===== src/rtl/twsum_pkg.sv =====
`timescale 1ns / 1ps
// ----------------------------------------------------------------------------
// twsum_pkg
// Shared types, register indexes and pixel gating functions for the
// thresholded 3x3 window sum.
// ----------------------------------------------------------------------------
package twsum_pkg;

  // Pixel and result widths.
  localparam int PIX_W = 8;
  localparam int SUM_W = 12;
  localparam int COL_SUM_W = 10;

  // Two stored window columns sit to the left of the incoming column.
  localparam int NUM_CELLS = 2;

  // Register indexes on the configuration port.
  localparam logic [1:0] REG_THRESHOLD = 2'd0;
  localparam logic [1:0] REG_WIDTH     = 2'd1;
  localparam logic [1:0] REG_HEIGHT    = 2'd2;

  // Reset values of the configuration registers.
  localparam logic [7:0]  THRESHOLD_RST = 8'd1;
  localparam logic [10:0] WIDTH_RST     = 11'd640;
  localparam logic [12:0] HEIGHT_RST    = 13'd480;

  // One vertical column of the 3x3 window.
  typedef struct packed {
    logic [PIX_W-1:0] top;
    logic [PIX_W-1:0] mid;
    logic [PIX_W-1:0] bot;
  } column_t;

  // A pixel counts only when it is at or above the threshold.
  function automatic logic [PIX_W-1:0] gate(input logic [PIX_W-1:0] v,
                                            input logic [PIX_W-1:0] thr);
    return (v >= thr) ? v : '0;
  endfunction

  // Gated sum of the three pixels of one column.
  function automatic logic [COL_SUM_W-1:0] col_sum(input column_t col,
                                                   input logic [PIX_W-1:0] thr);
    return COL_SUM_W'(gate(col.top, thr)) + COL_SUM_W'(gate(col.mid, thr))
         + COL_SUM_W'(gate(col.bot, thr));
  endfunction

endpackage


===== src/rtl/twsum_cell.sv =====
`timescale 1ns / 1ps
// ----------------------------------------------------------------------------
// twsum_cell
// One window column cell. It holds a column of three pixels, passes it on
// to its neighbor on every transfer and adds its gated sum to the running
// partial sum of the chain.
// ----------------------------------------------------------------------------
module twsum_cell (
  input  logic                                clk,
  input  logic                                advance,
  input  logic [twsum_pkg::PIX_W-1:0]         threshold,
  input  twsum_pkg::column_t                  col_in,
  input  logic [twsum_pkg::SUM_W-1:0]         sum_in,
  output twsum_pkg::column_t                  col_out,
  output logic [twsum_pkg::SUM_W-1:0]         sum_out
);
  import twsum_pkg::*;

  column_t col;

  // Shift the column in from the left neighbor.
  always_ff @(posedge clk) begin
    if (advance) begin
      col <= col_in;
    end
  end

  assign col_out = col;

  // Gate at use so that a new threshold applies to stored pixels too.
  assign sum_out = sum_in + SUM_W'(col_sum(col, threshold));

endmodule


===== config.mk =====
export PLATFORM = sky130hd
export DESIGN_NAME = twsum_cell
export DESIGN_NICKNAME = d
export VERILOG_FILES = /design/src/rtl/twsum_pkg.sv /design/src/rtl/twsum_cell.sv
export SDC_FILE = /design/constraint.sdc
export NUM_CORES = 1
export LEC_CHECK = 0
export BUFFER_PORTS_ARGS = -buffer_cell sky130_fd_sc_hd__buf_4
export CELL_PAD_IN_SITES_DETAIL_PLACEMENT = 1
export CELL_PAD_IN_SITES_GLOBAL_PLACEMENT = 1
export CORE_MARGIN = 3
export CORE_UTILIZATION = 35
export CTS_BUF_LIST = sky130_fd_sc_hd__clkbuf_4 sky130_fd_sc_hd__clkbuf_8
export DETAILED_ROUTE_END_ITERATION = 6
export PLACE_DENSITY_LB_ADDON = 0.1
export REMOVE_ABC_BUFFERS = 1
export SETUP_SLACK_MARGIN = 0.1
export SYNTH_ARGS = -nofsm -noshare
export SYNTH_HDL_FRONTEND = slang
export SYNTH_SLANG_ARGS = --single-unit

===== constraint.sdc =====
create_clock -name clk -period 3.65 [get_ports clk]
set_clock_uncertainty 0.05 [all_clocks]
set_input_delay 0.1825 -clock clk [delete_from_list [all_inputs] [get_ports clk]]
set_output_delay 0.1825 -clock clk [all_outputs]
set_load 0.02 [all_outputs]

==> qor.txt <==
Final WL = 6860 um
Hold buffers post-CTS = 0
Die Y = 85.8 um
Number of buffers created by CTS = 3
CP Capture Type = primary output
Fraction of layout cells with a size suffix above 1 = 54.4%
Maximum clock rate = 0.220 GHz
GRT Total Usage = 19.3%
WL/cell = 16.2 um
Aggregate global routing overflow = 0
Failing checks = setup timing
Root Buffer = clkbuf_8
Critical Path AT = 4.32 ns
Delay-heaviest family, CP = adder cells
Drc violations = 0
Hold Crit Start = col_in[19]
Worst-path fanout max = 7
Post-synth cell types = 34
CP startpoint kind = register
Hold_ws = 0.0391 ns
Max FFs per register = 24
Avg Cell Area, Syn = 11.2 um2
Most frequent CP cell = fa_2
Sequential element share of the synthesized area = 32.3%
Area grow syn2layout = 64.9%
RD Place Congestion = 0.789
Longest Clk Path Bufs = 2
First-pass GRT wire length = 11300 um
Ys async rst share = 0%
Lkg Pwr = 1.81 nW
Synthesized flop and latch total = 24
Max-cap violations = 0
Placed cell count = 409
Critical path class = reg -> out
Primary FF master, synth = edfxtp_1
Port Buffer Count = 81
Cell Chain, Critical Path = inv_1 -> ha_1 -> nand2b_4 -> a21o_1 -> a211oi_2 -> o21ai_4 -> o211a_1 -> fa_2 -> fa_1 -> ha_2 -> inv_2 -> fa_2 -> nor2b_1 -> o21a_1 -> a31o_1 -> o221ai_2 -> xnor2_1 -> buf_4
Vias in the first global route = 2383
Most frequent cells in the layout = buf_4 (146), ha_1 (28), inv_1 (26), edfxtp_1 (24)
Post-synth EDFFs = 24
Worst Setup SP = col_out[8]
VDD IR-drop max = 0.471 mV
Post-DP HPWL = 5670 um
Status = complete, but fails checks
Util after Layout = 61.0%
Core ar. = 6030 um2
Synth Warn # = 0
Buffers and inverters on the worst path = 3
Nets = 447
Area after DPL = 3340 um2
Final WS setup = -0.903 ns
Final hold violation count = 0
Fin cells = 424
Initial Util = 37.0%
Pwr Total = 1.78 mW
Die area = 7360 um2
PD cells = 483 nW/um2
Die Wd = 85.8 um
Post-DRT Antenna Nets = 0
Worst-margin pin slew = 0.319 ns
Synth Instances = 199
Critical path's slowest cell = fa_1
H-tree depth = 1
Slew Limit Fails = 0
Via density = 4.87
Mapped Area = 2230 um2
Antenna Cells = 0
Setup violators final = 10
CP required = 3.42 ns
Vias = 2063
Clk sinks = 24
Antenna violations before repair = 0
Post-route cell area = 3670 um2
CTS tree = done
Final period utilization = 125%
Clock-pin slew on the worst setup and hold paths = 0.09 ns
Most common cell after layout, fill and taps aside = buf_4
1st-iter DRT viols = 22
Io pins = 82
Row cnt = 28
Slew margin rel. = 78.7%
First-pass iteration count of the detailed router = 3
Unrepaired setup endpoints after global routing = yes
Largest net degree at the start of global routing = 25
Max incr delay on CP = 0.50 ns
Worst hold path class = in -> reg
Final min period = 4.55 ns
[path summary, 6_finish.rpt]
path | end | depth (start not counted)
max | sum_out[11] | 18
min | col_out[19] | 1
[Yosys cell counts, drive strengths merged (3+ instances only)]
master	number	area, um2
a211oi	3	27.5
xnor2	7	61.3
ha	35	438
o21ai	5	25.0
fa	16	320
nand2	4	15.0
edfxtp	24	721
a21o	7	52.6
inv	34	128
o211ai	7	52.6
nand2b	5	31.3
and3	3	18.8
a21oi	9	45.0
a31oi	3	18.8
nand3b	13	97.6
[cell type report]
cell class	count	area, um2
clock buffer	3	41.3
clock inverter	1	3.75
fill	645	2350
inverter	34	128
multi-input combinational	139	1570
sequential	24	721
tap	75	93.8
timing repair buffer	148	1120
[cells by family (layout without fill, tap and decap cells)]
family | count (synthesis) | in the layout | share of synthesized area [%]
buffers and inverters | 36 | 186 | 6.06
AND/OR/NAND/NOR | 36 | 36 | 10.3
flip-flops | 24 | 24 | 32.3
AO/OA/AOI/OAI | 43 | 43 | 13.8
adder cells (fa/ha/maj) | 51 | 51 | 34.0
XOR/XNOR | 9 | 9 | 3.54
[where the power goes]
group | internal [mW] | total (mW) | switching (mW)
Sequential | 0.328 | 0.342 | 0.0138
Clock | 0.0752 | 0.160 | 0.0844
Combinational | 0.649 | 1.27 | 0.625
Total | 1.05 | 1.78 | 0.723
[stage by stage]
| step | setup WS, ns | setup TNS [ns] |
|---|---|---|
| floorplan | -0.779 | -4.54 |
| global placement | -0.712 | -4.60 |
| detailed placement | -0.880 | -5.87 |
| CTS | -0.932 | -6.66 |
| global route | -1.15 | -8.93 |
| finish | -0.903 | -6.93 |
[routing by layer]
layer  vias to the layer above  global-route usage [%]  share of wire, %
met4                         0                    4.03               1.2
met2                        51                    35.4                53
met1                       996                    24.7                43
met3                         8                    1.54               2.9
li1                       1008                       -                 -
met5                         -                       0                 0
[what timing repair did]
action,4_1_cts,5_1_grt
endpoints found under the setup margin,11,11
pin swaps,44,16
gates cloned,0,0
endpoints found under the hold margin,0,0
resized for setup,29,13
setup buffers,7,4
No activity file was read; power rests on OpenSTA's default activity.
